## config.mk

```make
export PLATFORM = sky130hd
export DESIGN_NAME = voice_slot_allocator_lru_top_flat
export DESIGN_NICKNAME = d
export VERILOG_FILES = /design/src/design/vsa_pkg.sv /design/src/design/vsa_in_if.sv /design/src/design/vsa_out_if.sv /design/src/design/voice_slot_allocator_lru_top.sv /design/src/design/vsa_ram.sv /design/src/design/vsa_cfg.sv /design/src/design/vsa_gain.sv /design/src/design/vsa_scan.sv /design/src/flat_wrapper.sv
export SDC_FILE = /design/constraint.sdc
export NUM_CORES = 2
export LEC_CHECK = 0
export BUFFER_PORTS_ARGS = -buffer_cell sky130_fd_sc_hd__buf_2
export CORE_AREA = 3 3 390 392
export CTS_BUF_LIST = sky130_fd_sc_hd__clkbuf_16
export CTS_CLUSTER_SIZE = 30
export DETAILED_ROUTE_END_ITERATION = 10
export DIE_AREA = 0 0 393 395
export SYNTH_ARGS = -nofsm -noshare
export SYNTH_HDL_FRONTEND = slang
export SYNTH_HIERARCHICAL = 1
export SYNTH_SLANG_ARGS = --single-unit
```

## constraint.sdc

```tcl
create_clock -name clk -period 11.8 [get_ports clk]
set_clock_uncertainty 0.05 [all_clocks]
set_input_delay 1.18 -clock clk [delete_from_list [all_inputs] [get_ports clk]]
set_output_delay 1.18 -clock clk [all_outputs]
set_load 0.02 [all_outputs]
```

## src/design/vsa_pkg.sv

```systemverilog
package vsa_pkg;

  // Slot store geometry
  localparam int VOICE_SLOTS = 16;
  localparam int SLOT_W      = $clog2(VOICE_SLOTS);

  // Field widths
  localparam int KEY_W    = 16;
  localparam int TIME_W   = 32;
  localparam int VOL_W    = 16;
  localparam int FIN_W    = 4;
  localparam int OSLOT_W  = 4;
  localparam int GAIN_W   = 16;
  localparam int AGE_W    = TIME_W + 1;
  localparam int ENTRY_W  = KEY_W + TIME_W;
  localparam int GM_W     = 2 * VOL_W;
  localparam int PROD_W   = GM_W + VOL_W;
  localparam int GAIN_SH  = 30;
  localparam int SAT_W    = PROD_W - GAIN_SH;

  localparam logic [GAIN_W-1:0] GAIN_UNITY = 16'd32768;

  // Configuration port
  localparam int CFG_AW = 3;
  localparam int CFG_DW = 32;
  localparam logic REG_MASTER  = 1'b0;
  localparam logic REG_EFFECTS = 1'b1;

  // Operation codes
  localparam logic OP_PLAY   = 1'b0;
  localparam logic OP_FINISH = 1'b1;

  // Outcome codes
  localparam logic [1:0] OUT_REPLAY  = 2'd0;
  localparam logic [1:0] OUT_FILL    = 2'd1;
  localparam logic [1:0] OUT_REPLACE = 2'd2;
  localparam logic [1:0] OUT_NONE    = 2'd3;

  typedef struct packed {
    logic [VOL_W-1:0] master;
    logic [VOL_W-1:0] effects;
  } vsa_cfg_t;

endpackage

```

## src/design/vsa_in_if.sv

```systemverilog
interface vsa_in_if import vsa_pkg::*; ();
  logic               valid;
  logic               ready;
  logic               operation;
  logic [KEY_W-1:0]   sound_key;
  logic [TIME_W-1:0]  now_seconds;
  logic [VOL_W-1:0]   request_volume;
  logic [FIN_W-1:0]   finished_voice;

  modport source (
    output valid, operation, sound_key, now_seconds, request_volume, finished_voice,
    input  ready
  );
  modport sink (
    input  valid, operation, sound_key, now_seconds, request_volume, finished_voice,
    output ready
  );
endinterface

```

## src/design/vsa_out_if.sv

```systemverilog
interface vsa_out_if import vsa_pkg::*; ();
  logic               valid;
  logic               ready;
  logic [OSLOT_W-1:0] voice_slot;
  logic [1:0]         outcome;
  logic               copy_valid;
  logic [OSLOT_W-1:0] copy_slot;
  logic [GAIN_W-1:0]  drive_gain;

  modport source (
    output valid, voice_slot, outcome, copy_valid, copy_slot, drive_gain,
    input  ready
  );
  modport sink (
    input  valid, voice_slot, outcome, copy_valid, copy_slot, drive_gain,
    output ready
  );
endinterface

```

## src/design/voice_slot_allocator_lru_top.sv

```systemverilog
// Channel   Direction  Handshake         Word
// in_ch     sink       valid / ready     operation, sound_key, now_seconds,
//                                        request_volume, finished_voice
// out_ch    source     valid / ready     voice_slot, outcome, copy_valid,
//                                        copy_slot, drive_gain
// APB       slave      psel / penable    master_volume @0x0, effects_volume @0x4
//
// A finished event gives no output word.
// A play request scans the slot memory, which has one read port, so the scan
// covers one slot per cycle and stops at the first idle match or the first
// empty slot.
// Reset is synchronous; the used and active marks clear at once, no clearing pass.
// The output register holds a word until taken; a finished scan waits for it.
module voice_slot_allocator_lru_top import vsa_pkg::*; (
  input  logic              clk,
  input  logic              rst_n,
  vsa_in_if.sink            in_ch,
  vsa_out_if.source         out_ch,
  input  logic              psel,
  input  logic              penable,
  input  logic              pwrite,
  input  logic [CFG_AW-1:0] paddr,
  input  logic [CFG_DW-1:0] pwdata,
  output logic [CFG_DW-1:0] prdata,
  output logic              pready
);

  vsa_cfg_t          cfg;
  logic [VOL_W-1:0]  req_vol;
  logic [GAIN_W-1:0] gain;

  vsa_cfg u_cfg (
    .clk     (clk),
    .rst_n   (rst_n),
    .psel    (psel),
    .penable (penable),
    .pwrite  (pwrite),
    .paddr   (paddr),
    .pwdata  (pwdata),
    .prdata  (prdata),
    .pready  (pready),
    .cfg     (cfg)
  );

  vsa_gain u_gain (
    .clk  (clk),
    .cfg  (cfg),
    .vol  (req_vol),
    .gain (gain)
  );

  vsa_scan u_scan (
    .clk     (clk),
    .rst_n   (rst_n),
    .in_ch   (in_ch),
    .out_ch  (out_ch),
    .gain    (gain),
    .req_vol (req_vol)
  );

  // A finished event never produces a word
  a_finish_silent: assert property (@(posedge clk) disable iff (!rst_n)
    (in_ch.valid && in_ch.ready && (in_ch.operation == OP_FINISH)) |=> !$rose(out_ch.valid))
    else $error("finished event produced an output word");

  // A play request holds off the next word until its word is handed to the output register
  a_play_busy: assert property (@(posedge clk) disable iff (!rst_n)
    (in_ch.valid && in_ch.ready && (in_ch.operation == OP_PLAY)) |=> !in_ch.ready)
    else $error("input accepted during a scan");

  // No voice means a zero slot, no copy and zero gain
  a_none_zero: assert property (@(posedge clk) disable iff (!rst_n)
    (out_ch.valid && (out_ch.outcome == OUT_NONE)) |->
      ((out_ch.voice_slot == '0) && !out_ch.copy_valid && (out_ch.drive_gain == '0)))
    else $error("no-voice word carries a payload");

  // A copy source is reported on replacement only
  a_copy_replace: assert property (@(posedge clk) disable iff (!rst_n)
    (out_ch.valid && out_ch.copy_valid) |-> (out_ch.outcome == OUT_REPLACE))
    else $error("copy source outside replacement");

  // Gain never exceeds unity
  a_gain_cap: assert property (@(posedge clk) disable iff (!rst_n)
    out_ch.valid |-> (out_ch.drive_gain <= GAIN_UNITY))
    else $error("gain above unity");

endmodule

```

## src/design/vsa_ram.sv

```systemverilog
module vsa_ram #(
  parameter int WIDTH = 8,
  parameter int DEPTH = 16
) (
  input  logic                     clk,
  input  logic                     we,
  input  logic [$clog2(DEPTH)-1:0] waddr,
  input  logic [WIDTH-1:0]         wdata,
  input  logic [$clog2(DEPTH)-1:0] raddr,
  output logic [WIDTH-1:0]         rdata
);

  logic [WIDTH-1:0] mem [DEPTH];

  // Write port and registered read port
  always_ff @(posedge clk) begin
    if (we) begin
      mem[waddr] <= wdata;
    end
    rdata <= mem[raddr];
  end

endmodule

```

## src/design/vsa_cfg.sv

```systemverilog
module vsa_cfg import vsa_pkg::*; (
  input  logic              clk,
  input  logic              rst_n,
  input  logic              psel,
  input  logic              penable,
  input  logic              pwrite,
  input  logic [CFG_AW-1:0] paddr,
  input  logic [CFG_DW-1:0] pwdata,
  output logic [CFG_DW-1:0] prdata,
  output logic              pready,
  output vsa_cfg_t          cfg
);

  logic [VOL_W-1:0] master_r, master_nxt;
  logic [VOL_W-1:0] effects_r, effects_nxt;
  logic             wr_en;
  logic             reg_idx;

  assign pready  = 1'b1;
  assign wr_en   = psel && penable && pwrite && pready;
  assign reg_idx = paddr[CFG_AW-1];

  // Decode the register write
  always_comb begin
    master_nxt  = master_r;
    effects_nxt = effects_r;
    if (wr_en) begin
      unique case (reg_idx)
        REG_MASTER:  master_nxt  = pwdata[VOL_W-1:0];
        REG_EFFECTS: effects_nxt = pwdata[VOL_W-1:0];
        default: ;
      endcase
    end
  end

  always_ff @(posedge clk) begin
    if (!rst_n) begin
      master_r  <= GAIN_UNITY;
      effects_r <= GAIN_UNITY;
    end else begin
      master_r  <= master_nxt;
      effects_r <= effects_nxt;
    end
  end

  // Read back
  always_comb begin
    unique case (reg_idx)
      REG_MASTER:  prdata = CFG_DW'(master_r);
      REG_EFFECTS: prdata = CFG_DW'(effects_r);
      default:     prdata = '0;
    endcase
  end

  assign cfg.master  = master_r;
  assign cfg.effects = effects_r;

endmodule

```

## src/design/vsa_gain.sv

```systemverilog
module vsa_gain import vsa_pkg::*; (
  input  logic              clk,
  input  vsa_cfg_t          cfg,
  input  logic [VOL_W-1:0]  vol,
  output logic [GAIN_W-1:0] gain
);

  logic [GM_W-1:0]   gm_r;
  logic [PROD_W-1:0] prod_r;
  logic [SAT_W-1:0]  shifted;
  logic [GAIN_W-1:0] gain_r;

  assign shifted = prod_r[PROD_W-1:GAIN_SH];

  // Master times effects, then times the request volume, then scale and clamp
  always_ff @(posedge clk) begin
    gm_r   <= GM_W'(cfg.master) * GM_W'(cfg.effects);
    prod_r <= PROD_W'(gm_r) * PROD_W'(vol);
    gain_r <= (shifted > SAT_W'(GAIN_UNITY)) ? GAIN_UNITY : shifted[GAIN_W-1:0];
  end

  assign gain = gain_r;

endmodule

```

## src/design/vsa_scan.sv

```systemverilog
module vsa_scan import vsa_pkg::*; (
  input  logic              clk,
  input  logic              rst_n,
  vsa_in_if.sink            in_ch,
  vsa_out_if.source         out_ch,
  input  logic [GAIN_W-1:0] gain,
  output logic [VOL_W-1:0]  req_vol
);

  localparam logic [1:0] ST_IDLE = 2'd0;
  localparam logic [1:0] ST_SCAN = 2'd1;
  localparam logic [1:0] ST_POST = 2'd2;

  localparam logic [SLOT_W:0]   CNT_END  = (SLOT_W+1)'(VOICE_SLOTS);
  localparam logic [SLOT_W-1:0] LAST_IDX = SLOT_W'(VOICE_SLOTS - 1);

  // Control state
  logic [1:0]             state_r, state_nxt;
  logic [SLOT_W:0]        rd_cnt_r, rd_cnt_nxt;
  logic                   ev_vld_r, ev_vld_nxt;
  logic [SLOT_W-1:0]      ev_idx_r, ev_idx_nxt;
  logic [VOICE_SLOTS-1:0] used_r, used_nxt;
  logic [VOICE_SLOTS-1:0] active_r, active_nxt;
  logic                   out_vld_r, out_vld_nxt;

  // Scan bookkeeping and request payload
  logic                    copy_fnd_r, copy_fnd_nxt;
  logic [SLOT_W-1:0]       copy_idx_r, copy_idx_nxt;
  logic                    repl_fnd_r, repl_fnd_nxt;
  logic [SLOT_W-1:0]       repl_idx_r, repl_idx_nxt;
  logic signed [AGE_W-1:0] oldest_r, oldest_nxt;
  logic [KEY_W-1:0]        key_r;
  logic [TIME_W-1:0]       now_r;
  logic [VOL_W-1:0]        vol_r;

  // Pending result
  logic [SLOT_W-1:0] res_slot_r, res_slot_nxt;
  logic [1:0]        res_outcome_r, res_outcome_nxt;
  logic              res_copy_v_r, res_copy_v_nxt;
  logic [SLOT_W-1:0] res_copy_slot_r, res_copy_slot_nxt;

  // Output register
  logic [OSLOT_W-1:0] o_slot_r, o_slot_nxt;
  logic [1:0]         o_outcome_r, o_outcome_nxt;
  logic               o_copy_v_r, o_copy_v_nxt;
  logic [OSLOT_W-1:0] o_copy_slot_r, o_copy_slot_nxt;
  logic [GAIN_W-1:0]  o_gain_r, o_gain_nxt;

  // Slot memory: key and load time
  logic                ram_we;
  logic [SLOT_W-1:0]   ram_waddr;
  logic [ENTRY_W-1:0]  ram_wdata;
  logic [ENTRY_W-1:0]  ram_rdata;

  logic                    accept;
  logic                    scan_done;
  logic [KEY_W-1:0]        ev_key;
  logic [TIME_W-1:0]       ev_time;
  logic                    ev_used;
  logic                    ev_act;
  logic                    ev_match;
  logic signed [AGE_W-1:0] ev_age;

  vsa_ram #(
    .WIDTH (ENTRY_W),
    .DEPTH (VOICE_SLOTS)
  ) u_slot_ram (
    .clk   (clk),
    .we    (ram_we),
    .waddr (ram_waddr),
    .wdata (ram_wdata),
    .raddr (rd_cnt_r[SLOT_W-1:0]),
    .rdata (ram_rdata)
  );

  assign in_ch.ready = (state_r == ST_IDLE);
  assign accept      = in_ch.valid && in_ch.ready;
  assign req_vol     = vol_r;

  // Decode the slot under evaluation
  assign ev_key   = ram_rdata[ENTRY_W-1:TIME_W];
  assign ev_time  = ram_rdata[TIME_W-1:0];
  assign ev_used  = used_r[ev_idx_r];
  assign ev_act   = active_r[ev_idx_r];
  assign ev_match = ev_used && (ev_key == key_r);
  assign ev_age   = $signed({1'b0, now_r}) - $signed({1'b0, ev_time});

  // Sequencer: during a scan, one read issued and one slot evaluated per cycle
  always_comb begin
    state_nxt         = state_r;
    rd_cnt_nxt        = rd_cnt_r;
    ev_vld_nxt        = ev_vld_r;
    ev_idx_nxt        = ev_idx_r;
    used_nxt          = used_r;
    active_nxt        = active_r;
    copy_fnd_nxt      = copy_fnd_r;
    copy_idx_nxt      = copy_idx_r;
    repl_fnd_nxt      = repl_fnd_r;
    repl_idx_nxt      = repl_idx_r;
    oldest_nxt        = oldest_r;
    res_slot_nxt      = res_slot_r;
    res_outcome_nxt   = res_outcome_r;
    res_copy_v_nxt    = res_copy_v_r;
    res_copy_slot_nxt = res_copy_slot_r;
    out_vld_nxt       = out_vld_r && !out_ch.ready;
    o_slot_nxt        = o_slot_r;
    o_outcome_nxt     = o_outcome_r;
    o_copy_v_nxt      = o_copy_v_r;
    o_copy_slot_nxt   = o_copy_slot_r;
    o_gain_nxt        = o_gain_r;
    ram_we            = 1'b0;
    ram_waddr         = ev_idx_r;
    ram_wdata         = {key_r, now_r};
    scan_done         = 1'b0;

    unique case (state_r)
      ST_IDLE: begin
        if (accept) begin
          if (in_ch.operation == OP_FINISH) begin
            // Drop the active mark of a slot that exists
            if (32'(in_ch.finished_voice) < VOICE_SLOTS) begin
              active_nxt[SLOT_W'(in_ch.finished_voice)] = 1'b0;
            end
          end else begin
            state_nxt    = ST_SCAN;
            rd_cnt_nxt   = '0;
            ev_vld_nxt   = 1'b0;
            copy_fnd_nxt = 1'b0;
            copy_idx_nxt = '0;
            repl_fnd_nxt = 1'b0;
            repl_idx_nxt = '0;
            oldest_nxt   = '0;
          end
        end
      end

      ST_SCAN: begin
        // Issue the next read
        if (rd_cnt_r < CNT_END) begin
          rd_cnt_nxt = rd_cnt_r + 1'b1;
          ev_vld_nxt = 1'b1;
          ev_idx_nxt = rd_cnt_r[SLOT_W-1:0];
        end else begin
          ev_vld_nxt = 1'b0;
        end

        // Evaluate the slot read last cycle
        if (ev_vld_r) begin
          priority if (ev_match && !ev_act) begin
            active_nxt[ev_idx_r] = 1'b1;
            res_slot_nxt         = ev_idx_r;
            res_outcome_nxt      = OUT_REPLAY;
            res_copy_v_nxt       = 1'b0;
            res_copy_slot_nxt    = '0;
            scan_done            = 1'b1;
          end else if (ev_match) begin
            copy_fnd_nxt = 1'b1;
            copy_idx_nxt = ev_idx_r;
          end else if (!ev_used) begin
            used_nxt[ev_idx_r]   = 1'b1;
            active_nxt[ev_idx_r] = 1'b1;
            ram_we               = 1'b1;
            ram_waddr            = ev_idx_r;
            res_slot_nxt         = ev_idx_r;
            res_outcome_nxt      = OUT_FILL;
            res_copy_v_nxt       = 1'b0;
            res_copy_slot_nxt    = '0;
            scan_done            = 1'b1;
          end else if (!ev_act && (ev_age > oldest_r)) begin
            repl_fnd_nxt = 1'b1;
            repl_idx_nxt = ev_idx_r;
            oldest_nxt   = ev_age;
          end else begin
          end

          // End of scan: replace the oldest idle slot or give nothing
          if (!scan_done && (ev_idx_r == LAST_IDX)) begin
            scan_done = 1'b1;
            if (repl_fnd_nxt) begin
              used_nxt[repl_idx_nxt]   = 1'b1;
              active_nxt[repl_idx_nxt] = 1'b1;
              ram_we                   = 1'b1;
              ram_waddr                = repl_idx_nxt;
              res_slot_nxt             = repl_idx_nxt;
              res_outcome_nxt          = OUT_REPLACE;
              res_copy_v_nxt           = copy_fnd_nxt;
              res_copy_slot_nxt        = copy_fnd_nxt ? copy_idx_nxt : '0;
            end else begin
              res_slot_nxt      = '0;
              res_outcome_nxt   = OUT_NONE;
              res_copy_v_nxt    = 1'b0;
              res_copy_slot_nxt = '0;
            end
          end
        end

        if (scan_done) begin
          state_nxt = ST_POST;
        end
      end

      ST_POST: begin
        // Hand the word to the output register once it is free
        if (!out_vld_r || out_ch.ready) begin
          out_vld_nxt     = 1'b1;
          o_slot_nxt      = OSLOT_W'(res_slot_r);
          o_outcome_nxt   = res_outcome_r;
          o_copy_v_nxt    = res_copy_v_r;
          o_copy_slot_nxt = OSLOT_W'(res_copy_slot_r);
          o_gain_nxt      = (res_outcome_r == OUT_NONE) ? '0 : gain;
          state_nxt       = ST_IDLE;
        end
      end

      default: begin
        state_nxt = ST_IDLE;
      end
    endcase
  end

  // Control registers
  always_ff @(posedge clk) begin
    if (!rst_n) begin
      state_r   <= ST_IDLE;
      rd_cnt_r  <= '0;
      ev_vld_r  <= 1'b0;
      used_r    <= '0;
      active_r  <= '0;
      out_vld_r <= 1'b0;
    end else begin
      state_r   <= state_nxt;
      rd_cnt_r  <= rd_cnt_nxt;
      ev_vld_r  <= ev_vld_nxt;
      used_r    <= used_nxt;
      active_r  <= active_nxt;
      out_vld_r <= out_vld_nxt;
    end
  end

  // Payload registers
  always_ff @(posedge clk) begin
    if (accept) begin
      key_r <= in_ch.sound_key;
      now_r <= in_ch.now_seconds;
      vol_r <= in_ch.request_volume;
    end
    ev_idx_r        <= ev_idx_nxt;
    copy_fnd_r      <= copy_fnd_nxt;
    copy_idx_r      <= copy_idx_nxt;
    repl_fnd_r      <= repl_fnd_nxt;
    repl_idx_r      <= repl_idx_nxt;
    oldest_r        <= oldest_nxt;
    res_slot_r      <= res_slot_nxt;
    res_outcome_r   <= res_outcome_nxt;
    res_copy_v_r    <= res_copy_v_nxt;
    res_copy_slot_r <= res_copy_slot_nxt;
    o_slot_r        <= o_slot_nxt;
    o_outcome_r     <= o_outcome_nxt;
    o_copy_v_r      <= o_copy_v_nxt;
    o_copy_slot_r   <= o_copy_slot_nxt;
    o_gain_r        <= o_gain_nxt;
  end

  assign out_ch.valid      = out_vld_r;
  assign out_ch.voice_slot = o_slot_r;
  assign out_ch.outcome    = o_outcome_r;
  assign out_ch.copy_valid = o_copy_v_r;
  assign out_ch.copy_slot  = o_copy_slot_r;
  assign out_ch.drive_gain = o_gain_r;

endmodule
```

## src/flat_wrapper.sv

```systemverilog
// flat-port wrapper written by rule: the top's interface ports become plain ports
module voice_slot_allocator_lru_top_flat import vsa_pkg::*;
  (clk, rst_n, psel, penable, pwrite, paddr, pwdata, prdata, pready, in_ch_valid, in_ch_operation, in_ch_sound_key, in_ch_now_seconds, in_ch_request_volume, in_ch_finished_voice, in_ch_ready, out_ch_valid, out_ch_voice_slot, out_ch_outcome, out_ch_copy_valid, out_ch_copy_slot, out_ch_drive_gain, out_ch_ready);
  vsa_in_if in_ch_i ();
  vsa_out_if out_ch_i ();
  input  logic clk;
  input  logic rst_n;
  input  logic psel;
  input  logic penable;
  input  logic pwrite;
  input  logic [CFG_AW-1:0] paddr;
  input  logic [CFG_DW-1:0] pwdata;
  output logic [CFG_DW-1:0] prdata;
  output logic pready;
  input wire logic [$bits(in_ch_i.valid)-1:0] in_ch_valid;
  input wire logic [$bits(in_ch_i.operation)-1:0] in_ch_operation;
  input wire logic [$bits(in_ch_i.sound_key)-1:0] in_ch_sound_key;
  input wire logic [$bits(in_ch_i.now_seconds)-1:0] in_ch_now_seconds;
  input wire logic [$bits(in_ch_i.request_volume)-1:0] in_ch_request_volume;
  input wire logic [$bits(in_ch_i.finished_voice)-1:0] in_ch_finished_voice;
  output wire logic [$bits(in_ch_i.ready)-1:0] in_ch_ready;
  output wire logic [$bits(out_ch_i.valid)-1:0] out_ch_valid;
  output wire logic [$bits(out_ch_i.voice_slot)-1:0] out_ch_voice_slot;
  output wire logic [$bits(out_ch_i.outcome)-1:0] out_ch_outcome;
  output wire logic [$bits(out_ch_i.copy_valid)-1:0] out_ch_copy_valid;
  output wire logic [$bits(out_ch_i.copy_slot)-1:0] out_ch_copy_slot;
  output wire logic [$bits(out_ch_i.drive_gain)-1:0] out_ch_drive_gain;
  input wire logic [$bits(out_ch_i.ready)-1:0] out_ch_ready;
  assign in_ch_i.valid = in_ch_valid;
  assign in_ch_i.operation = in_ch_operation;
  assign in_ch_i.sound_key = in_ch_sound_key;
  assign in_ch_i.now_seconds = in_ch_now_seconds;
  assign in_ch_i.request_volume = in_ch_request_volume;
  assign in_ch_i.finished_voice = in_ch_finished_voice;
  assign in_ch_ready = in_ch_i.ready;
  assign out_ch_valid = out_ch_i.valid;
  assign out_ch_voice_slot = out_ch_i.voice_slot;
  assign out_ch_outcome = out_ch_i.outcome;
  assign out_ch_copy_valid = out_ch_i.copy_valid;
  assign out_ch_copy_slot = out_ch_i.copy_slot;
  assign out_ch_drive_gain = out_ch_i.drive_gain;
  assign out_ch_i.ready = out_ch_ready;
  voice_slot_allocator_lru_top u_core (.clk(clk), .rst_n(rst_n), .in_ch(in_ch_i), .out_ch(out_ch_i), .psel(psel), .penable(penable), .pwrite(pwrite), .paddr(paddr), .pwdata(pwdata), .prdata(prdata), .pready(pready));
endmodule
```

After elaboration in Yosys (flattened, before gate mapping):

Memories as Yosys holds them, arrays and structs flattened. A register that Yosys moved wholly into a read port is not among the register bits.
Cells that the tools add are included.

* register bits after elaboration: 318
* memory bits (writable): 768
* output and inout port bits: 62
* word-level logic and storage cells: 218
* memories kept: 1

* add/subtract/negate cells: 2
* multipliers: 2
* $lt $le $gt $ge: 9
* equality and inequality tests: 18
* mux-type cells: 120
* bitwise operators: 7
* reductions and logical operators: 30

Memory list
* u_core.u_scan.u_slot_ram.mem: words 16, width 48, rd ports 1, clocked after Yosys merged registers in 1, wr ports 1, line vsa_ram.sv:13 `logic [WIDTH-1:0] mem [DEPTH];`

Operators with widths (count)
* $mux W16: 17
* $mux W33: 7
* $mux W4: 27
* $pmux W33 S2: 1
* $or A16 B16 Y16: 4
* $pmux W32 S2: 1
* $mul A32 B16 Y48: 1
* $mux W1: 43
* $gt A33 B33 Y1: 1
* $sub A32 B32 Y33: 1
* $mul A16 B16 Y32: 1
* $pmux W16 S2: 1
* $ne A2 B2 Y1 const B: 10
* $reduce_and A4 Y1: 5
* $gt A18 B16 Y1 const B: 1
* $and A16 B16 Y16: 1
* $eq A16 B16 Y1: 1
* $mux W2: 8
* $not A16 Y16: 1
* $pmux W4 S2: 2
* $lt A4 B5 Y1 const B: 3
* $mux W5: 3
* $demux W1 S4: 3
* $ge A4 B1 Y1 const B: 3
* other kinds (20): 42

Longest topological paths before layout:

* depth in word-level cells: 19
* depth in mapped cells: 24
* mapped depth without buffers: 23

Hierarchy:

Netlist, hierarchy kept.

By module, submodules not included
* vsa_ram: times used 1, cells each 1242, area an instance 29691.0 µm², sequential area each 24023.0 µm²
* vsa_gain: times used 1, cells each 2797, area an instance 25191.7 µm², sequential area each 1321.3 µm²
* vsa_scan: times used 1, cells each 958, area an instance 10421.2 µm², sequential area each 5295.1 µm²
* vsa_cfg: times used 1, cells each 159, area an instance 1589.0 µm², sequential area each 640.6 µm²

Worst setup path after synthesis:

No wires, ideal clock.

* path type: register to register
* start: register u_core.u_scan.now_r[0]
* end: memory u_core/u_scan/u_slot_ram/mem[0][0] (netlist bit), enable pin
* data arrival time: 8.427 ns
* required time: 11.237 ns
* path slack: 2.810 ns
* cell stages (with the launch flop): 24
* clock period less this slack: 8.990 ns
* cells stage by stage: edfxtp_1 inv_1 ha_1 inv_1 fa_1 a211oi_1 o21ai_0 a21o_1 a21o_1 a2111oi_0 nor3_1 xor2_1 ha_1 nand4_1 nor3_1 nand3_1 o311ai_0 a21oi_1 a211oi_2 buf_2 o21ai_2 a21oi_1 or3b_2 nor3_1

* cells in the longest elaborated chain, start to end: 15

RTL lines
* start: declaration: line vsa_scan.sv:33 `logic [TIME_W-1:0] now_r;`
* start signal: assignment: line vsa_scan.sv:244 `now_r <= in_ch.now_seconds;`
* $sub A32 B32 Y33: line vsa_scan.sv:86 `assign ev_age = $signed({1'b0, now_r}) - $signed({1'b0, ev_time});`
* net u_core.u_scan.ev_age[16]: line vsa_scan.sv:62 `logic signed [AGE_W-1:0] ev_age;`
* $gt A33 B33 Y1: line vsa_scan.sv:169 `end else if (!ev_act && (ev_age > oldest_r)) begin`
* $logic_and A1 B1 Y1: line vsa_scan.sv:169
* $mux W1: line vsa_scan.sv:169
* $mux W1: line vsa_scan.sv:159 `end else if (!ev_used) begin`
* $mux W1: line vsa_scan.sv:156 `end else if (ev_match) begin`
* $mux W1: line vsa_scan.sv:149 `priority if (ev_match && !ev_act) begin`
* $mux W1: line vsa_scan.sv:148 `if (ev_vld_r) begin`
* $mux W1: line vsa_scan.sv:116 `unique case (state_r)`
* $mux W1: line vsa_scan.sv:179 `if (repl_fnd_nxt) begin`
* $mux W1: line vsa_scan.sv:177 `if (!scan_done && (ev_idx_r == LAST_IDX)) begin`
* $mux W1: line vsa_scan.sv:148
* $mux W1: line vsa_scan.sv:116
* net u_core.u_scan.ram_we: line vsa_scan.sv:50 `logic ram_we;`
* $mux W1: line vsa_ram.sv:17 `if (we) begin`
* $mux W1 (not written as such): line vsa_ram.sv:18 `mem[waddr] <= wdata;`
* end: declaration: line vsa_ram.sv:13

The timed path passes the listed nets, and every way through them passes these cells. The select of a mux whose other input is x is not followed.

Worst setup path after layout:

* start: register u_core.u_scan.now_r[0]
* end: memory u_core/u_scan/u_slot_ram/mem[7][22] (netlist bit), enable pin

RTL lines
* $sub A32 B32 Y33 (*): line vsa_scan.sv:86
* net u_core.u_scan.ev_age[16]: line vsa_scan.sv:62
* $gt A33 B33 Y1 (*): line vsa_scan.sv:169
* $logic_and A1 B1 Y1 (*): line vsa_scan.sv:169
* $mux W4 or $mux W1 (tied branches): line vsa_scan.sv:169
* $mux W4 or $mux W1 (tied branches): line vsa_scan.sv:159
* $mux W4 or $mux W1 (tied branches): line vsa_scan.sv:156
* $mux W4 or $mux W1 (tied branches): line vsa_scan.sv:149
* $mux W4 or $mux W1 (tied branches): line vsa_scan.sv:148
* $mux W4 or $mux W1 (tied branches): line vsa_scan.sv:116
* $mux W4 (*): line vsa_scan.sv:179
* $mux W4 (*): line vsa_scan.sv:177
* $mux W4 (*): line vsa_scan.sv:148
* $mux W4 (*): line vsa_scan.sv:116
* net u_core.u_scan.ram_waddr[0]: line vsa_scan.sv:51 `logic [SLOT_W-1:0] ram_waddr;`

The timed path passes the listed nets; every way through them passes the cells marked *. The select of a mux whose other input is x is not followed.

==> results_dict.tcl <==
set metrics [dict create \
    cts_buffer_depth 3 \
    cts.htree.levels 3 \
    rsz0062_at_grt "false" \
    drt-total-wl_um 157000 \
    setup_violations 0 \
    hp-class "reg2reg" \
    hold_start "u_core/u_scan/res_copy_slot_r[3]$_SDFFCE_PN0P_" \
    final_nets 6257 \
    worstMarginPinSlew_ns 1.10 \
    start_util 0.448 \
    synth-seq-cells 1104 \
    critPathRequiredTime_ns 12.04 \
    dr.pass1.iters 6 \
    final.period_utilization 0.759 \
    power.leakage_nw 29.3 \
    post-route-util 0.492 \
    drt_iter0_drc 2719 \
    grt_use_total 0.206 \
    yosysMostFrequentCell "edfxtp_1" \
    place_inst 7077 \
    min_period_ns 8.96 \
    core_sq_mm 0.149 \
    synth_common_cells "edfxtp_1, inv_1, nand2_1" \
    first_global_vias 41600 \
    cts_root_buffer "clkbuf_16" \
    drc 0 \
    post_route_cells_drive_above_1_share 0.121 \
    post_cts.repair.setup_buffers 0 \
    die_w_um 393 \
    viasPerCell 5.43 \
    final.setup.tns_ns 0 \
    ys_warn_count 6 \
    cts_hold_buffers 0 \
    syn_to_final_growth_pct 9.70 \
    reg2reg_from "u_core/u_scan/now_r[0]$_DFFE_PP_" \
    grt_max_degree 107 \
    dr_total_vias 39600 \
    grt_pass1_wl_um 246000 \
    die_y_um 395 \
    slew_viol_final 0 \
    syn_area_per_cell_sq_um 13.0 \
    crit_chain "inv_1, ha_1, inv_1, fa_1, a211oi_1, o21ai_0, a21o_1, a21o_1, a2111oi_0, nor3_1, xor2_1, ha_1, nand4_1, nor3_1, o221ai_1, nand3_1, a41oi_1, a211oi_4, buf_4, nor3_1, a21boi_0, nand2_1, nor2_4, buf_4" \
    synth_top_flop_cell "edfxtp_1" \
    crit_start "u_core/u_scan/now_r[0]$_DFFE_PP_" \
    pin_count 173 \
    clock_latency_ns 0.75 \
    dp_hpwl_um 96900 \
    syn_inst 5156 \
    max_cap_violations 0 \
    wire_per_inst_um 21.6 \
    synth.yosys.seq_area_share 0.468 \
    worstSetupStartpointType "flop" \
    synth_edf_count 917 \
    path_max_fanout 39 \
    ys_async_sr_fraction 0 \
    numCtsBuffers 112 \
    ant_nets 0 \
    grt_antenna_before_repair 5 \
    total_power_mw 9.07 \
    slew_headroom 0.267 \
    cts_tree "yes" \
    fmax_ghz 0.112 \
    ir_worst_vdd_v 0.000133 \
    slowest_stage "nor2_4" \
    synth_largest_area_cell "edfxtp_1" \
    io_buffers 137 \
    outcome "complete, no violations" \
    crit_arrival_ns 9.20 \
    die_area_sq_mm 0.155 \
    synth.cell_area_sq_mm 0.0669 \
    cts_sinks 1104 \
    endpoint_kind "flop" \
    path_clk_slew_ns 0.06 \
    instances_no_fill 7294 \
    hold_viol_final 0 \
    rows 142 \
    crit_type "reg2reg" \
    synth_top_area_share 0.412 \
    grt-ovfl-total 0 \
    max_stage_delay_ns 0.87 \
    gp_congestion 0.847 \
    cp_common_cell "nor3_1" \
    p_per_area_mw_per_mm2 124 \
    synth.distinct_cells 94 \
    post_cts_resized 0 \
    ys_top_cells_by_area "edfxtp_1, fa_1, mux4_2" \
]
stage by stage:
stage | hold slack, ns | area [sq um] | worst slack, ns
after floorplan | 0.350 | 66900 | 2.81
after global placement | 0.353 | 69600 | 3.10
after detailed placement | 0.355 | 69600 | 3.02
after CTS | 0.370 | 73400 | 2.86
after global routing | 0.371 | 73400 | 2.12
final | 0.368 | 73400 | 2.84
cell families after synthesis:
kind of cell             synth area share
AND/OR/NAND/NOR                    0.0949
AO/OA/AOI/OAI                      0.0514
flip-flops                          0.468
other                            0.000112
buffers and inverters              0.0594
multiplexers                       0.0781
XOR/XNOR                           0.0117
adder cells (fa/ha/maj)             0.237
path summary, 6_finish.rpt:
check | slack (ns) | cells past startpoint | end
worst min-delay path | 0.37 | 0 | u_core/u_scan/out_ch.copy_slot[3]$_DFFE_PP_
worst min register to register | 0.37 | 0 | u_core/u_scan/out_ch.copy_slot[3]$_DFFE_PP_
worst max register to register | 2.84 | 24 | u_core/u_scan/u_slot_ram/mem[7][22]$_DFFE_PP_
worst max-delay path | 2.84 | 24 | u_core/u_scan/u_slot_ram/mem[7][22]$_DFFE_PP_
cells in the final DEF, fill, tap and decap left out, types with 64 or more instances in the layout:
| cell type | n |
|---|---|
| a21oi_1 | 103 |
| a22oi_1 | 100 |
| and2_1 | 381 |
| buf_2 | 137 |
| buf_4 | 67 |
| clkbuf_16 | 113 |
| dfxtp_1 | 185 |
| edfxtp_1 | 917 |
| fa_1 | 612 |
| ha_1 | 287 |
| inv_1 | 780 |
| mux4_2 | 200 |
| nand2_1 | 623 |
| nor2_1 | 83 |
| o21ai_0 | 64 |
| xnor2_1 | 66 |
state kept, by name, summed over array words and instances, names as in the netlist, 5 cells and up:
register and count:
u_core/u_scan/used_r 16, u_core/u_gain/gain 16, u_core/u_scan/u_slot_ram/mem 768, u_core/u_cfg/effects_r 16, u_core/u_scan/out_ch.drive_gain 16, u_core/u_scan/rd_cnt_r 5, u_core/u_cfg/master_r 16, u_core/u_scan/active_r 16
u_core/u_scan/oldest_r 33, u_core/u_gain/gm_r 32, u_core/u_scan/now_r 32, u_core/u_scan/u_slot_ram/rdata 48, u_core/u_gain/prod_r 18, u_core/u_scan/req_vol 16, u_core/u_scan/key_r 16
final cells by class:
class	count	area, sq um
fill	13100	75900
inverter	759	2850
clock buffer	113	2830
timing repair buffer	205	1210
clock inverter	101	917
multi-input combinational	3065	31900
tap	1944	2430
sequential	1104	31300
antenna	3	7.51
where the power goes:
group / switching [mW] / internal (mW)
Clock: 1.53 / 2.00
Sequential: 0.112 / 4.33
Combinational: 0.652 / 0.448
Total: 2.30 / 6.77
per-layer routing:
layer | vias up | wire length (um) | track usage | part of all wire
li1 | 17700 | - | - | -
met1 | 20600 | 71200 | 0.302 | 0.45
met2 | 1057 | 74900 | 0.330 | 0.48
met3 | 199 | 8360 | 0.0253 | 0.053
met4 | 2 | 2740 | 0.0444 | 0.017
met5 | - | 15 | 0 | 0.000095
critical path: cells and delay by family (launching register included):
kind	cells	cell delay [ns]
AO/OA/AOI/OAI	9	3.02
AND/OR/NAND/NOR	7	2.36
buffers and inverters	4	1.31
adder cells (fa/ha/maj)	3	0.96
flip-flops	1	0.59
XOR/XNOR	1	0.17
Power figures use the tool's default switching activity.
